$ cat config.mk
export PLATFORM = sky130hd
export DESIGN_NAME = char_lcd_nibble_sequencer_top
export DESIGN_NICKNAME = d
export VERILOG_FILES = /design/src/rtl/lcds_pkg.sv /design/src/rtl/lcds_front.sv /design/src/rtl/lcds_queue.sv /design/src/rtl/lcds_back.sv /design/src/rtl/char_lcd_nibble_sequencer_top.sv
export SDC_FILE = /design/constraint.sdc
export NUM_CORES = 1
export LEC_CHECK = 0
export ABC_CLOCK_PERIOD_IN_PS = 3300
export BUFFER_PORTS_ARGS = -buffer_cell sky130_fd_sc_hd__buf_2
export CAP_MARGIN = 20
export CORE_UTILIZATION = 53
export CTS_CLUSTER_SIZE = 10
export DETAILED_ROUTE_END_ITERATION = 16
export PLACE_DENSITY = 0.72
export REMOVE_ABC_BUFFERS = 1
export SLEW_MARGIN = 20
export SYNTH_ARGS = -nofsm -noshare
export SYNTH_HDL_FRONTEND = slang
export SYNTH_SLANG_ARGS = --single-unit
$ cat constraint.sdc
create_clock -name clk -period 3.3 [get_ports clk]
set_input_delay 0.33 -clock clk [delete_from_list [all_inputs] [get_ports clk]]
set_output_delay 0.33 -clock clk [all_outputs]
set_load 0.05 [all_outputs]
$ cat src/rtl/lcds_pkg.sv
// package for the character lcd nibble sequencer
// request codes, queued operation type, sequencer states, timing constants
// no dependencies
`timescale 1ns / 1ps

package lcds_pkg;

  // request codes on req_type
  typedef enum logic [1:0] {
    REQ_INIT   = 2'd0,
    REQ_CLEAR  = 2'd1,
    REQ_CURSOR = 2'd2,
    REQ_WRITE  = 2'd3
  } req_code_t;

  // kind of work handed from front to back
  typedef enum logic [1:0] {
    KIND_INIT = 2'd0,
    KIND_CMD  = 2'd1,
    KIND_CHAR = 2'd2
  } op_kind_t;

  typedef struct packed {
    op_kind_t   kind;
    logic [7:0] data;
  } op_t;

  typedef enum logic {
    SEQ_IDLE = 1'b0,
    SEQ_RUN  = 1'b1
  } seq_state_t;

  localparam logic [1:0] ROW_FIRST  = 2'd1;
  localparam logic [1:0] ROW_SECOND = 2'd2;

  localparam logic [7:0] CMD_CLEAR = 8'h01;
  localparam logic [7:0] ADDR_ROW1 = 8'h80;
  localparam logic [7:0] ADDR_ROW2 = 8'hC0;
  localparam logic [3:0] NIB_MASK  = 4'hF;

  localparam logic [3:0] INIT_WAIT_MS = 4'd15;
  localparam logic [3:0] CHAR_WAIT_MS = 4'd8;
  localparam logic [3:0] PULSE_MS     = 4'd5;
  localparam logic [3:0] TAIL_MS      = 4'd3;

  // index of the final pin state of each kind
  localparam logic [4:0] INIT_LAST_STEP = 5'd20;
  localparam logic [4:0] CMD_LAST_STEP  = 5'd3;
  localparam logic [4:0] CHAR_LAST_STEP = 5'd4;

  localparam int QUEUE_DEPTH = 4;

  // power-up command bytes
  function automatic logic [7:0] init_cmd(input logic [2:0] idx);
    logic [7:0] b;
    case (idx)
      3'd0:    b = 8'h02;
      3'd1:    b = 8'h28;
      3'd2:    b = 8'h01;
      3'd3:    b = 8'h0C;
      3'd4:    b = 8'h06;
      default: b = 8'h00;
    endcase
    return b;
  endfunction

endpackage

$ cat src/rtl/lcds_front.sv
// front end: classifies requests into queued operations
// depends on lcds_pkg
`timescale 1ns / 1ps

module lcds_front (
  input  logic            push,
  input  logic [1:0]      req_type,
  input  logic [1:0]      row,
  input  logic [5:0]      column,
  input  logic [7:0]      char_code,
  input  logic            q_full,
  output logic            q_push,
  output lcds_pkg::op_t   q_data
);
  import lcds_pkg::*;

  logic       keep;
  logic [7:0] col_off;

  // column counts from 1, wraps modulo 256
  assign col_off = {2'b00, column} - 8'd1;

  always_comb begin
    keep        = 1'b1;
    q_data.kind = KIND_CMD;
    q_data.data = CMD_CLEAR;
    case (req_code_t'(req_type))
      REQ_INIT: begin
        q_data.kind = KIND_INIT;
        q_data.data = 8'h00;
      end
      REQ_CLEAR: begin
        q_data.kind = KIND_CMD;
        q_data.data = CMD_CLEAR;
      end
      REQ_CURSOR: begin
        q_data.kind = KIND_CMD;
        if (row == ROW_FIRST) begin
          q_data.data = ADDR_ROW1 + col_off;
        end else if (row == ROW_SECOND) begin
          q_data.data = ADDR_ROW2 + col_off;
        end else begin
          keep = 1'b0;
        end
      end
      REQ_WRITE: begin
        q_data.kind = KIND_CHAR;
        q_data.data = char_code;
      end
      default: begin
        keep = 1'b0;
      end
    endcase
  end

  // invalid cursor rows are accepted and dropped
  assign q_push = push && !q_full && keep;

endmodule

$ cat src/rtl/lcds_queue.sv
// small fifo of classified operations between front and back
// depends on lcds_pkg
`timescale 1ns / 1ps

module lcds_queue #(
  parameter int DEPTH = lcds_pkg::QUEUE_DEPTH
) (
  input  logic            clk,
  input  logic            rst,
  input  logic            push,
  input  lcds_pkg::op_t   din,
  output logic            full,
  input  logic            pop,
  output lcds_pkg::op_t   dout,
  output logic            empty
);
  import lcds_pkg::*;

  localparam int AW = (DEPTH > 1) ? $clog2(DEPTH) : 1;
  localparam int CW = $clog2(DEPTH + 1);

  op_t           mem [DEPTH];
  logic [AW-1:0] wr_ptr;
  logic [AW-1:0] rd_ptr;
  logic [CW-1:0] count;

  assign full  = (count == CW'(DEPTH));
  assign empty = (count == '0);
  assign dout  = mem[rd_ptr];

  always_ff @(posedge clk) begin
    if (push) begin
      mem[wr_ptr] <= din;
    end
  end

  always_ff @(posedge clk) begin
    if (rst) begin
      wr_ptr <= '0;
      rd_ptr <= '0;
      count  <= '0;
    end else begin
      if (push) begin
        wr_ptr <= (wr_ptr == AW'(DEPTH - 1)) ? '0 : wr_ptr + AW'(1);
      end
      if (pop) begin
        rd_ptr <= (rd_ptr == AW'(DEPTH - 1)) ? '0 : rd_ptr + AW'(1);
      end
      if (push && !pop) begin
        count <= count + CW'(1);
      end else if (pop && !push) begin
        count <= count - CW'(1);
      end
    end
  end

endmodule

$ cat src/rtl/lcds_back.sv
// back end: expands queued operations into timed pin states
// depends on lcds_pkg
`timescale 1ns / 1ps

module lcds_back (
  input  logic            clk,
  input  logic            rst,
  input  lcds_pkg::op_t   q_head,
  input  logic            q_empty,
  output logic            q_pop,
  output logic            empty,
  input  logic            pop,
  output logic            reg_select,
  output logic            read_write,
  output logic            enable,
  output logic [3:0]      nibble,
  output logic [3:0]      hold_ms,
  output logic            last
);
  import lcds_pkg::*;

  seq_state_t state;
  seq_state_t state_next;
  op_t        cur;
  logic [4:0] step;
  logic       out_valid;
  logic       prev_reg_select;
  logic [3:0] prev_nibble;

  op_t        act;
  logic [4:0] s;
  logic       busy;
  logic       advance;
  logic       go;
  logic       has_wait;
  logic [4:0] rel;
  logic [7:0] byte_v;
  logic [4:0] last_step;
  logic       is_last;
  logic       pin_rs;
  logic       pin_en;
  logic [3:0] pin_nib;
  logic [3:0] pin_hold;
  logic       nib_done;

  assign busy    = (state == SEQ_RUN);
  assign act     = busy ? cur : q_head;
  assign s       = busy ? step : 5'd0;
  assign advance = !out_valid || pop;
  assign go      = advance && (busy || !q_empty);
  assign q_pop   = go && !busy;

  assign has_wait = (act.kind != KIND_CMD);
  assign rel      = s - {4'b0000, has_wait};
  assign byte_v   = (act.kind == KIND_INIT) ? init_cmd(rel[4:2]) : act.data;

  always_comb begin
    case (act.kind)
      KIND_INIT: last_step = INIT_LAST_STEP;
      KIND_CHAR: last_step = CHAR_LAST_STEP;
      default:   last_step = CMD_LAST_STEP;
    endcase
  end

  assign is_last = (s == last_step);

  // next state
  always_comb begin
    state_next = state;
    case (state)
      SEQ_IDLE: begin
        if (go && !is_last) begin
          state_next = SEQ_RUN;
        end
      end
      SEQ_RUN: begin
        if (go && is_last) begin
          state_next = SEQ_IDLE;
        end
      end
      default: state_next = SEQ_IDLE;
    endcase
  end

  // pin state for the current step
  always_comb begin
    pin_rs   = (act.kind == KIND_CHAR);
    pin_en   = 1'b0;
    pin_nib  = byte_v[3:0];
    pin_hold = TAIL_MS;
    nib_done = 1'b0;
    if (has_wait && (s == 5'd0)) begin
      pin_rs   = prev_reg_select;
      pin_nib  = prev_nibble;
      pin_hold = (act.kind == KIND_INIT) ? INIT_WAIT_MS : CHAR_WAIT_MS;
    end else begin
      case (rel[1:0])
        2'd0: begin
          pin_en   = 1'b1;
          pin_nib  = byte_v[7:4];
          pin_hold = PULSE_MS;
        end
        2'd1: begin
          pin_nib  = byte_v[7:4];
          pin_hold = PULSE_MS;
        end
        2'd2: begin
          pin_en   = 1'b1;
          pin_hold = PULSE_MS;
        end
        default: begin
          pin_hold = TAIL_MS;
          nib_done = 1'b1;
        end
      endcase
    end
  end

  always_ff @(posedge clk) begin
    if (rst) begin
      state           <= SEQ_IDLE;
      step            <= 5'd0;
      out_valid       <= 1'b0;
      prev_reg_select <= 1'b0;
      prev_nibble     <= 4'd0;
    end else begin
      state <= state_next;
      if (go) begin
        step      <= is_last ? 5'd0 : s + 5'd1;
        out_valid <= 1'b1;
        if (nib_done) begin
          prev_reg_select <= pin_rs;
          prev_nibble     <= pin_nib & NIB_MASK;
        end
      end else if (pop) begin
        out_valid <= 1'b0;
      end
    end
  end

  always_ff @(posedge clk) begin
    if (q_pop) begin
      cur <= q_head;
    end
    if (go) begin
      reg_select <= pin_rs;
      enable     <= pin_en;
      nibble     <= pin_nib;
      hold_ms    <= pin_hold;
      last       <= is_last;
    end
  end

  assign read_write = 1'b0;
  assign empty      = !out_valid;

endmodule

$ cat src/rtl/char_lcd_nibble_sequencer_top.sv
// top level of the character lcd nibble sequencer
// instantiates lcds_front, lcds_queue and lcds_back; uses lcds_pkg
`timescale 1ns / 1ps

// usage
//   request side: drive req_type, row, column, char_code and raise push;
//   a request is taken at a clock edge where push is high and full is low
//   result side: while empty is low the oldest pin state sits on
//   reg_select, read_write, enable, nibble, hold_ms and last; raise pop to
//   take it, last marks the final pin state of a request
// first pin state
//   the first pin state of a request passes through the queue and then the
//   sequencer's result register, once the sequencer is free and its result register is empty or popped
// throughput
//   the back-end sequencer emits one pin state per cycle while pop keeps
//   its result register free; initialize and write character open with a
//   wait state, every request closes on a low-nibble tail state, and a
//   set cursor with a row other than 1 or 2 is taken and produces nothing
//   a QDEPTH-deep queue sits between front and back, so until it fills
//   requests keep being taken while the back works or the receiver stalls
// reset
//   rst empties the queue and result register and clears the remembered
//   rs and data levels to zero
// stall
//   with pop low the result holds; once the queue fills, full rises
module char_lcd_nibble_sequencer_top #(
  parameter int QDEPTH = lcds_pkg::QUEUE_DEPTH
) (
  input  logic       clk,
  input  logic       rst,
  input  logic       push,
  output logic       full,
  input  logic [1:0] req_type,
  input  logic [1:0] row,
  input  logic [5:0] column,
  input  logic [7:0] char_code,
  output logic       empty,
  input  logic       pop,
  output logic       reg_select,
  output logic       read_write,
  output logic       enable,
  output logic [3:0] nibble,
  output logic [3:0] hold_ms,
  output logic       last
);
  import lcds_pkg::*;

  // classified request into the queue
  logic q_push;
  op_t  q_din;
  // queue head toward the sequencer
  op_t  q_head;
  logic q_empty;
  logic q_pop;

  lcds_front u_front (
    .push      (push),
    .req_type  (req_type),
    .row       (row),
    .column    (column),
    .char_code (char_code),
    .q_full    (full),
    .q_push    (q_push),
    .q_data    (q_din)
  );

  lcds_queue #(
    .DEPTH (QDEPTH)
  ) u_queue (
    .clk   (clk),
    .rst   (rst),
    .push  (q_push),
    .din   (q_din),
    .full  (full),
    .pop   (q_pop),
    .dout  (q_head),
    .empty (q_empty)
  );

  // sequencer with its own output register, stalls only while a result waits and pop is low
  lcds_back u_back (
    .clk        (clk),
    .rst        (rst),
    .q_head     (q_head),
    .q_empty    (q_empty),
    .q_pop      (q_pop),
    .empty      (empty),
    .pop        (pop),
    .reg_select (reg_select),
    .read_write (read_write),
    .enable     (enable),
    .nibble     (nibble),
    .hold_ms    (hold_ms),
    .last       (last)
  );

endmodule

==> results.py, run 1 <==
metrics = {
    "synth": {
        "synth_top_area_share_pct": 44.4,
        "ys.flop_type": "edfxtp_1",
        "synthCells": 340,
        "yosysSeqAreaShare_pct": 54.6,
        "synth_top_area_cell": "edfxtp_1",
        "ys_types": 59,
        "synth_area_sq_mm": 0.00413,
        "synth_edf_count": 61,
        "synth_seq_cells": 82,
        "synth.avg_cell_area_sq_um": 12.1,
        "synth.yosys.warnings": 0,
        "synth_area_leaders": "edfxtp_1 (44%), dfxtp_1 (10%), ha_1 (5.2%), mux4_1 (5.1%), mux2i_1 (3.2%)",
        "synthArstFlopShare_pct": 0,
    },
    "placement": {
        "placed_cells_incl_taps": 465,
        "place_congestion": 0.903,
        "placed_cell_area_sq_mm": 0.00439,
        "port_buffers": 34,
        "hpwl_um": 5500,
        "dpl_worst_slack_ns": 0.279,
    },
    "routing": {
        "via_count": 2730,
        "wl_um": 7470,
        "met3_length_um": 343,
        "ant_nets": 0,
        "routed.top_layer": "met4",
        "first_pass_iters": 5,
        "drtIter0Drc": 137,
        "drc": 0,
        "via_per_inst": 5.68,
        "wl_per_cell_um": 15.5,
        "routedLengthMet1_um": 3300,
        "wl_met2_um": 3660,
    },
    "critical_path": {
        "cp-endpoint": "u_back.nibble[1]",
        "r2r-end": "u_back.nibble[1]",
        "worstPathRequired_ns": 3.48,
        "critical_path_class": "flop to flop",
        "r2r_slack_ns": 0.29,
        "crit_chain": "mux4_2 > mux2_2 > nand2_1 > ha_1 > ha_2 > nor4bb_2 > nor3_1 > nor3b_1 > mux2i_1 > a211oi_1",
        "r2r_cells": 10,
        "critPathLaunchType": "flop",
        "slowest_stage": "mux4_2",
        "max_stage_delay_ns": 0.53,
        "crit_fanout": 8,
        "critPathArrivalTime_ns": 3.19,
        "end_kind": "flop",
    },
    "finish": {
        "n_antenna_cell": 0,
        "fill_cells": 598,
        "final_cell_mix": "edfxtp_1 (61), buf_2 (34), nor2_1 (30), nand2_1 (21), dfxtp_1 (21)",
        "seqCellArea_sq_mm": 0.00225,
        "multi_input_area_sq_mm": 0.00172,
        "final_core_utilization_pct": 62.8,
        "final_cells": 481,
        "finalNetCount": 417,
        "final_cell_area_sq_mm": 0.00463,
        "drive_gt1_share_pct": 18.6,
        "synthToLayoutAreaGrowth_pct": 12.2,
        "final_common_cell": "edfxtp_1",
    },
    "timing": {
        "tns_ns": 0,
        "slew-limit-headroom_pct": 61.1,
        "worst-slew-pin-transition_ns": 0.582,
        "whs_ns": 0.242,
        "slew_viol_final": 0,
        "fmax_mhz": 332,
        "hold_viol": 0,
        "rsz0062_at_grt": "false",
        "period_needed_ns": 3.01,
        "setup_slack_ns": 0.291,
        "setup_viol": 0,
        "skew_ns": 0.00655,
        "period_share_pct": 91.2,
    },
    "floorplanning": {
        "rows": 31,
        "die_h_um": 90.2,
        "coreArea_sq_mm": 0.00737,
        "ioPinCount": 36,
        "fp.dieArea_sq_mm": 0.00814,
        "start_util_pct": 56.0,
        "die_x_um": 90.2,
    },
    "cts": {
        "cts_buffers": 9,
        "cts_buffer_depth": 2,
        "cts_sinks": 82,
        "clk_pin_slew_ns": 0.09,
        "cts_resized": 0,
        "cts-root-buf": "clkbuf_8",
        "clk-insertion-delay-late_ns": 0.35,
        "cts_tree": "done",
        "h-tree-depth": 3,
        "post_cts_buffers": 0,
        "ctsHoldBuffers": 0,
    },
    "worst_hold_path": {
        "hold_path_class": "input port to flop",
    },
    "grt": {
        "antenna_found_initial": 0,
        "grt_max_degree": 21,
        "grt_pass1_wl_um": 12800,
        "grt_overflow_total": 0,
        "grt_util_all_layers_pct": 20.0,
        "grt_pass1_vias": 2696,
    },
    "power_and_ir_drop": {
        "pwr-share-clk_pct": 19.2,
        "intPower_mw": 2.61,
        "swShare_pct": 39.1,
        "combPwrFrac_pct": 43.7,
        "power_density_mw_per_mm2": 927,
        "switchingPower_mw": 1.68,
        "power_frac_seq_pct": 37.0,
        "ir_drop_mv": 0.289,
        "power_leakage_nw": 1.78,
        "totalPowerFinal_mw": 4.29,
    },
    "flow_run": {
        "cap_violations": 0,
    },
    "status": {
        "status": "complete, no violations",
    },
}
-- power groups by stage --
stage | sequential (mW) | combinational, mW | clock (mW)
3_3_place_gp | 1.60 | 1.83 | 0
2_1_floorplan | 1.89 | 1.11 | 0
4_1_cts | 1.59 | 1.87 | 0.840
3_5_place_dp | 1.61 | 1.85 | 0
5_1_grt | 1.62 | 2.06 | 0.885
6_report | 1.59 | 1.88 | 0.826
-- routing by layer --
layer  global-route usage, %  vias up
li1                        -     1350
met2                    34.0       87
met3                    4.57       15
met4                    8.47        0
met1                    24.5     1278
met5                       0        -
-- cell families after synthesis --
logic type      count (synthesis)  synth area share, %
simple gates                  111                 14.3
other cells                     1               0.0909
compound gates                 57                 8.98
flops                          82                 54.6
fa+ha+maj                      18                 5.64
mux                            26                 10.4
xor+xnor                       10                 2.12
buf+inv                        35                 3.85
-- synth_stat cells, drive strengths merged, types with 9 or more instances --
cell type	n
ha	17
dfxtp	21
mux2i	13
and2	9
nand2	21
nor2	30
inv	20
o21ai	10
edfxtp	61
mux4	11
a21oi	19
-- state kept, by name (all words and copies together) (netlist names), 2 cells and up, named ones only --
name                count
u_back.hold_ms          4
u_queue.rd_ptr          2
u_back.prev_nibble      4
u_back.step             5
u_back.cur             10
u_back.nibble           4
u_queue.wr_ptr          2
u_queue.mem            40
u_queue.count           3
-- final cells by class --
type                            count  share of cell area, %
Clock buffer                        9                   2.68
Clock inverter                      7                   2.35
Inverter                           20                   1.62
Multi-Input combinational cell    223                   37.2
Sequential cell                    82                   48.6
Tap cell                           99                   2.68
Timing Repair Buffer               41                   4.81
-- critical path: cells and delay by family, from the launching register on --
kind	cells	cell delay, ns
mux	3	0.95
fa+ha+maj	2	0.52
simple gates	4	0.72
flops	1	0.40
compound gates	1	0.24
-- worst min-delay path by stage --
stage	from	to	slack (ns)	depth (start not counted)
final	pop	flop	0.24	4
after global routing	pop	flop	0.25	4
after CTS	pop	flop	0.23	4
after detailed placement	u_queue.rd_ptr[1]	u_queue.rd_ptr[1]	0.48	2
after global placement	u_queue.rd_ptr[1]	u_queue.rd_ptr[1]	0.47	2
after floorplan	rst	flop	0.40	1
Power figures use the tool's default switching activity.
==> run 2: changes to the inputs <==
Settings changed: ABC_CLOCK_PERIOD_IN_PS 3300 to 3100.
Clock period 3.3 ns to 3.1 ns, I/O delays scaled along.
==> run 2 against run 1 <==
Effect of this change:
- combinational power grew 11%
- largest power group unchanged
- register-to-register slack lost 0.11 ns
- largest cell class unchanged
- utilization shrank 0.051 points
- first-iteration DRC count grew 5.1%
- hold slack lost 0.016 ns
==> results.py, run 2 (synthesized netlist as in run 1, its figures left out) <==
metrics = {
    "status": {
        "status": "complete, no violations",
    },
    "critical_path": {
        "r2r_cells": 9,
        "critPathLaunchType": "flop",
        "max_stage_delay_ns": 0.49,
        "crit_cells": 9,
        "end_kind": "flop",
        "path_delay_family": "multiplexers",
        "worstPathRequired_ns": 3.31,
        "cp.buffers_inverters": 0,
        "critical_path_class": "flop to flop",
        "crit_fanout": 4,
        "crit_chain": "mux4_2 > mux2_2 > nand2_1 > ha_1 > or4b_1 > o221ai_2 > o21ai_0 > o32a_1 > a21oi_1",
        "critPathArrivalTime_ns": 3.13,
        "slowest_stage": "mux4_2",
    },
    "timing": {
        "slew_viol_final": 0,
        "slew-limit-headroom_pct": 59.3,
        "rsz0062_at_grt": "false",
        "period_share_pct": 94.1,
        "setup_slack_ns": 0.181,
        "setup_viol": 0,
        "skew_ns": 0.0122,
        "whs_ns": 0.226,
        "fmax_mhz": 343,
        "worst-slew-pin-transition_ns": 0.602,
        "period_needed_ns": 2.92,
        "hold_viol": 0,
    },
    "power_and_ir_drop": {
        "swShare_pct": 39.9,
        "combPwrFrac_pct": 45.7,
        "switchingPower_mw": 1.81,
        "intPower_mw": 2.73,
        "ir_drop_mv": 0.327,
        "power_leakage_nw": 1.77,
        "power_frac_seq_pct": 37.4,
        "totalPowerFinal_mw": 4.55,
        "power_density_mw_per_mm2": 983,
        "pwr-share-clk_pct": 16.9,
    },
    "floorplanning": {
        "fp.dieArea_sq_mm": 0.00814,
        "die_h_um": 90.2,
        "rows": 31,
        "coreArea_sq_mm": 0.00737,
        "start_util_pct": 56.0,
        "die_x_um": 90.2,
        "ioPinCount": 36,
    },
    "cts": {
        "cts_sinks": 82,
        "clk-insertion-delay-late_ns": 0.35,
        "h-tree-depth": 3,
        "cts_tree": "done",
        "cts-root-buf": "clkbuf_8",
        "cts_buffers": 9,
        "clk_pin_slew_ns": 0.09,
        "cts_buffer_depth": 2,
        "post_cts_buffers": 0,
    },
    "grt": {
        "grt_pass1_vias": 2790,
        "grt_overflow_total": 0,
        "grt_max_degree": 21,
        "grt_pass1_wl_um": 13100,
        "grt_util_all_layers_pct": 20.7,
        "antenna_found_initial": 0,
    },
    "flow_run": {
        "cap_violations": 0,
    },
    "routing": {
        "drc": 0,
        "via_per_inst": 5.72,
        "via_count": 2761,
        "first_pass_iters": 4,
        "ant_nets": 0,
        "wl_um": 7840,
        "wl_per_cell_um": 16.2,
        "drtIter0Drc": 144,
    },
    "placement": {
        "placed_cell_area_sq_mm": 0.00440,
        "dpl_worst_slack_ns": 0.132,
        "hpwl_um": 5820,
        "port_buffers": 34,
        "placed_cells_incl_taps": 467,
        "place_congestion": 0.939,
    },
    "worst_hold_path": {
        "hold_path_class": "input port to flop",
        "hold_path_depth": 4,
    },
    "finish": {
        "n_antenna_cell": 0,
        "final_cell_area_sq_mm": 0.00463,
        "drive_gt1_share_pct": 19.3,
        "final_common_cell": "edfxtp_1",
        "final_cell_mix": "edfxtp_1 (61), buf_2 (34), nor2_1 (29), nand2_1 (21)",
        "regMostFlops": "u_queue.mem",
        "reg_top3": "u_queue.mem: 40 flops, u_back.cur: 10 flops, u_back.step: 5 flops",
        "finalNetCount": 419,
        "largest_register_ffs": 40,
        "final_cells": 483,
        "synthToLayoutAreaGrowth_pct": 12.1,
    },
}
[run 2: cell type report]
cell class	count	area, sq um
clock buffers	9	124
inverters	20	75.1
flip-flops and latches	82	2250
well taps	99	124
multi-input cells	223	1740
repair buffers	43	238
fillers	602	2740
clock inverters	7	76.3
[run 2: path summary, 6_finish.rpt]
kind | start | to | slack (ns)
max reg2reg | u_queue.mem[3][8] | u_back.nibble[0] | 0.18
max | u_queue.mem[3][8] | u_back.nibble[0] | 0.18
min | pop | flop | 0.23
min reg2reg | u_back.prev_nibble[1] | u_back.prev_nibble[1] | 0.49
[run 2: tightest hold or removal path, cell delays in order]
cell     delay (ns)
buf_2          0.08
nor2_1         0.03
nand2_1        0.05
a21oi_1        0.06
[run 2: metal layers]
layer	vias to the layer above	track usage, %	routed length (um)
li1	1349	-	-
met1	1319	23.1	3380
met2	76	37.3	4000
met3	17	4.74	280
met4	0	9.68	184
met5	-	0	0
[run 2: timing repair]
item / CTS / global route
setup endpoints to repair: 0 / 9
hold buffers: 0 / 0
gates resized for setup: 0 / 5
[run 2: metrics by stage]
stage	TNS, ns	utilization, %
4_1_cts	0	62.5
6_report	0	62.8
5_1_grt	0	62.8
3_3_place_gp	0	59.7
2_1_floorplan	-0.729	-
3_5_place_dp	0	59.7
[run 2: power groups by stage]
stage               clock network [mW]  registers [mW]  logic [mW]
detailed placement                   0            1.73        2.01
floorplan                            0            2.01        1.18
global route                     0.832            1.73        2.27
CTS                              0.787            1.70        2.02
finish                           0.766            1.70        2.08
global placement                     0            1.71        1.97
==> run 3: changes to the inputs <==
Settings changed: ABC_AREA from default to 1.
==> run 3 against run 2 <==
Effect of this change:
- via count grew 10%
- sequential share of layout area shrank 1.1 points
- sequential power is essentially flat
- clock-buffer cell count is the same
- cell count grew 26%
- total power grew 7.6%
- critical path depth grew 7
- die area grew 2.7%
- synthesized area grew 2.8%
- utilization shrank 1.6 points
- first-iteration DRC count shrank 29%
- largest power group unchanged
==> results.py, run 3 <==
metrics = {
    "routing": {
        "via_count": 3043,
        "wl_per_cell_um": 12.9,
        "drtIter0Drc": 102,
        "wl_um": 7820,
        "first_pass_iters": 4,
        "drc": 0,
        "ant_nets": 0,
        "via_per_inst": 5.00,
    },
    "timing": {
        "skew_ns": 0.0109,
        "tns_ns": 0,
        "setup_viol": 0,
        "whs_ns": 0.286,
        "period_share_pct": 85.7,
        "slew_viol_final": 0,
        "period_needed_ns": 2.66,
        "fmax_mhz": 376,
        "rsz0062_at_grt": "false",
        "hold_viol": 0,
    },
    "floorplanning": {
        "ioPinCount": 36,
        "coreArea_sq_mm": 0.00773,
        "fp.dieArea_sq_mm": 0.00836,
        "start_util_pct": 54.9,
        "die_h_um": 91.4,
        "rows": 32,
        "die_x_um": 91.4,
    },
    "critical_path": {
        "crit_fanout": 19,
        "slowest_stage": "dfxtp_1",
        "worstPathRequired_ns": 3.21,
        "cp_common_cell": "o21ai_0",
        "critPathLaunchType": "flop",
        "crit_chain": "inv_2 > nand2_1 > nand3_2 > nand2_2 > nand2_2 > nand2_4 > nand2_4 > ha_1 > ha_1 > inv_1 > o21ai_0 > a21oi_1 > o21ai_0 > nand3_1 > o21ai_0 > inv_1",
        "end_kind": "flop",
        "max_stage_delay_ns": 0.42,
        "critPathArrivalTime_ns": 2.76,
        "critical_path_class": "flop to flop",
    },
    "finish": {
        "fill_cells": 666,
        "regMostFlops": "u_queue.mem",
        "finalNetCount": 541,
        "synthToLayoutAreaGrowth_pct": 11.5,
        "n_antenna_cell": 0,
        "final_cell_mix": "nand2_1 (124), edfxtp_1 (61), inv_1 (52), nand3_1 (38), buf_2 (34)",
        "final_common_cell": "nand2_1",
        "final_cell_area_sq_mm": 0.00473,
        "drive_gt1_share_pct": 18.2,
        "largest_register_ffs": 40,
        "reg_top3": "u_queue.mem: 40 flops, u_back.cur: 10 flops, u_back.step: 5 flops",
    },
    "cts": {
        "cts_tree": "done",
        "cts_resized": 0,
        "clk-insertion-delay-late_ns": 0.35,
        "cts_buffers": 9,
        "clk_pin_slew_ns": 0.09,
        "post_cts_buffers": 0,
        "cts-root-buf": "clkbuf_8",
        "cts_buffer_depth": 2,
        "cts_sinks": 82,
        "ctsHoldBuffers": 0,
        "h-tree-depth": 3,
    },
    "synth": {
        "synth.yosys.warnings": 0,
        "synth_most_common_cell": "nand2_1",
        "synth_top_area_share_pct": 43.2,
        "synth.avg_cell_area_sq_um": 9.28,
        "synth_top_area_cell": "edfxtp_1",
        "synthCells": 457,
        "synth_area_sq_mm": 0.00424,
        "synth_edf_count": 61,
        "synthArstFlopShare_pct": 0,
        "synth_area_leaders": "edfxtp_1 (43%), nand2_1 (11%), dfxtp_1 (9.9%), ha_1 (5.0%), inv_1 (4.6%)",
        "synth_seq_cells": 82,
        "yosysSeqAreaShare_pct": 53.1,
        "ys_types": 42,
        "ys.flop_type": "edfxtp_1",
        "synth_commonest_cells": "nand2_1 (124), edfxtp_1 (61), inv_1 (52), nand3_1 (38), a21oi_1 (27)",
    },
    "flow_run": {
        "cap_violations": 0,
    },
    "grt": {
        "antenna_found_initial": 0,
        "grt_max_degree": 21,
        "grt_util_all_layers_pct": 20.0,
        "grt_pass1_wl_um": 12900,
        "grt_pass1_vias": 2906,
        "grt_overflow_total": 0,
    },
    "power_and_ir_drop": {
        "ir_drop_mv": 0.373,
        "swShare_pct": 44.5,
        "intPower_mw": 2.72,
        "power_density_mw_per_mm2": 1030,
        "switchingPower_mw": 2.18,
        "power_leakage_nw": 2.15,
        "totalPowerFinal_mw": 4.89,
        "power_frac_seq_pct": 34.9,
        "pwr-share-clk_pct": 15.3,
        "combPwrFrac_pct": 49.8,
    },
    "placement": {
        "place_congestion": 0.828,
        "port_buffers": 34,
        "hpwl_um": 5750,
        "placed_cell_area_sq_mm": 0.00453,
    },
    "status": {
        "status": "complete, no violations",
    },
    "worst_hold_path": {
        "hold_path_class": "input port to flop",
    },
}
-- run 3: cell count changes after synthesis, sizes merged, moves of 4 or more --
cell    delta
o21ai     +10
a22oi      -7
inv       +39
clkbuf     -5
nor3       -4
nand2    +116
nor3b      -4
mux2i     -13
and2       -4
nand3     +36
nor4       -5
mux4      -11
a21oi      +8
-- run 3: power by group through the flow --
stage,Sequential [mW],Clock [mW],Combinational (mW)
final,1.71,0.748,2.44
after global routing,1.74,0.808,2.71
after detailed placement,1.73,0,2.45
after floorplan,2.02,0,1.59
after CTS,1.71,0.767,2.46
after global placement,1.72,0,2.41
-- run 3: cell type report --
class | instances | area, sq um | area share [%]
Multi-Input combinational cell | 305 | 1690 | 35.8
Clock buffer | 9 | 124 | 2.62
Timing Repair Buffer | 43 | 238 | 5.03
Sequential cell | 82 | 2250 | 47.6
Tap cell | 102 | 128 | 2.70
Clock inverter | 7 | 70.1 | 1.48
Inverter | 60 | 225 | 4.76
-- run 3: logic make-up (layout without fill, tap and decap cells) --
group	after synthesis	in the layout	synth area share [%]
flip-flops	82	82	53.1
AND/OR/NAND/NOR	223	223	25.3
other	1	1	0.0885
XOR/XNOR	8	8	1.65
buffers and inverters	70	119	7.00
adder cells (fa/ha/maj)	18	18	5.49
AO/OA/AOI/OAI	55	55	7.38
-- run 3: critical path, delay by kind of cell, from the launching register on --
family	cells	cell delay, ns
and+or+nand+nor	7	0.61
AOI/OAI and AO/OA	4	0.39
DFF	1	0.42
buffers and inverters	3	0.36
adders and majority gates	2	0.63
-- run 3: stage by stage --
stage	setup WS [ns]	std cells	utilization, %
floorplan	0.357	447	-
global placement	0.517	592	58.7
detailed placement	0.436	592	58.7
CTS	0.426	608	61.2
global route	0.150	608	61.2
finish	0.443	608	61.2
-- run 3: worst paths after layout --
| check | from | endpoint | slack (ns) | cells after the start |
|---|---|---|---|---|
| min reg2reg | u_queue.rd_ptr[1] | flop | 0.49 | 2 |
| min | pop | flop | 0.29 | 4 |
| max | flop | u_back.nibble[0] | 0.44 | 16 |
| max reg2reg | flop | u_back.nibble[0] | 0.44 | 16 |
-- run 3: per-layer routing --
metal	up-vias	wire length [um]	GRT usage, %
met5	-	0	0
met2	65	3960	36.8
met3	10	285	5.11
met4	0	96	6.75
met1	1383	3480	22.2
li1	1585	-	-
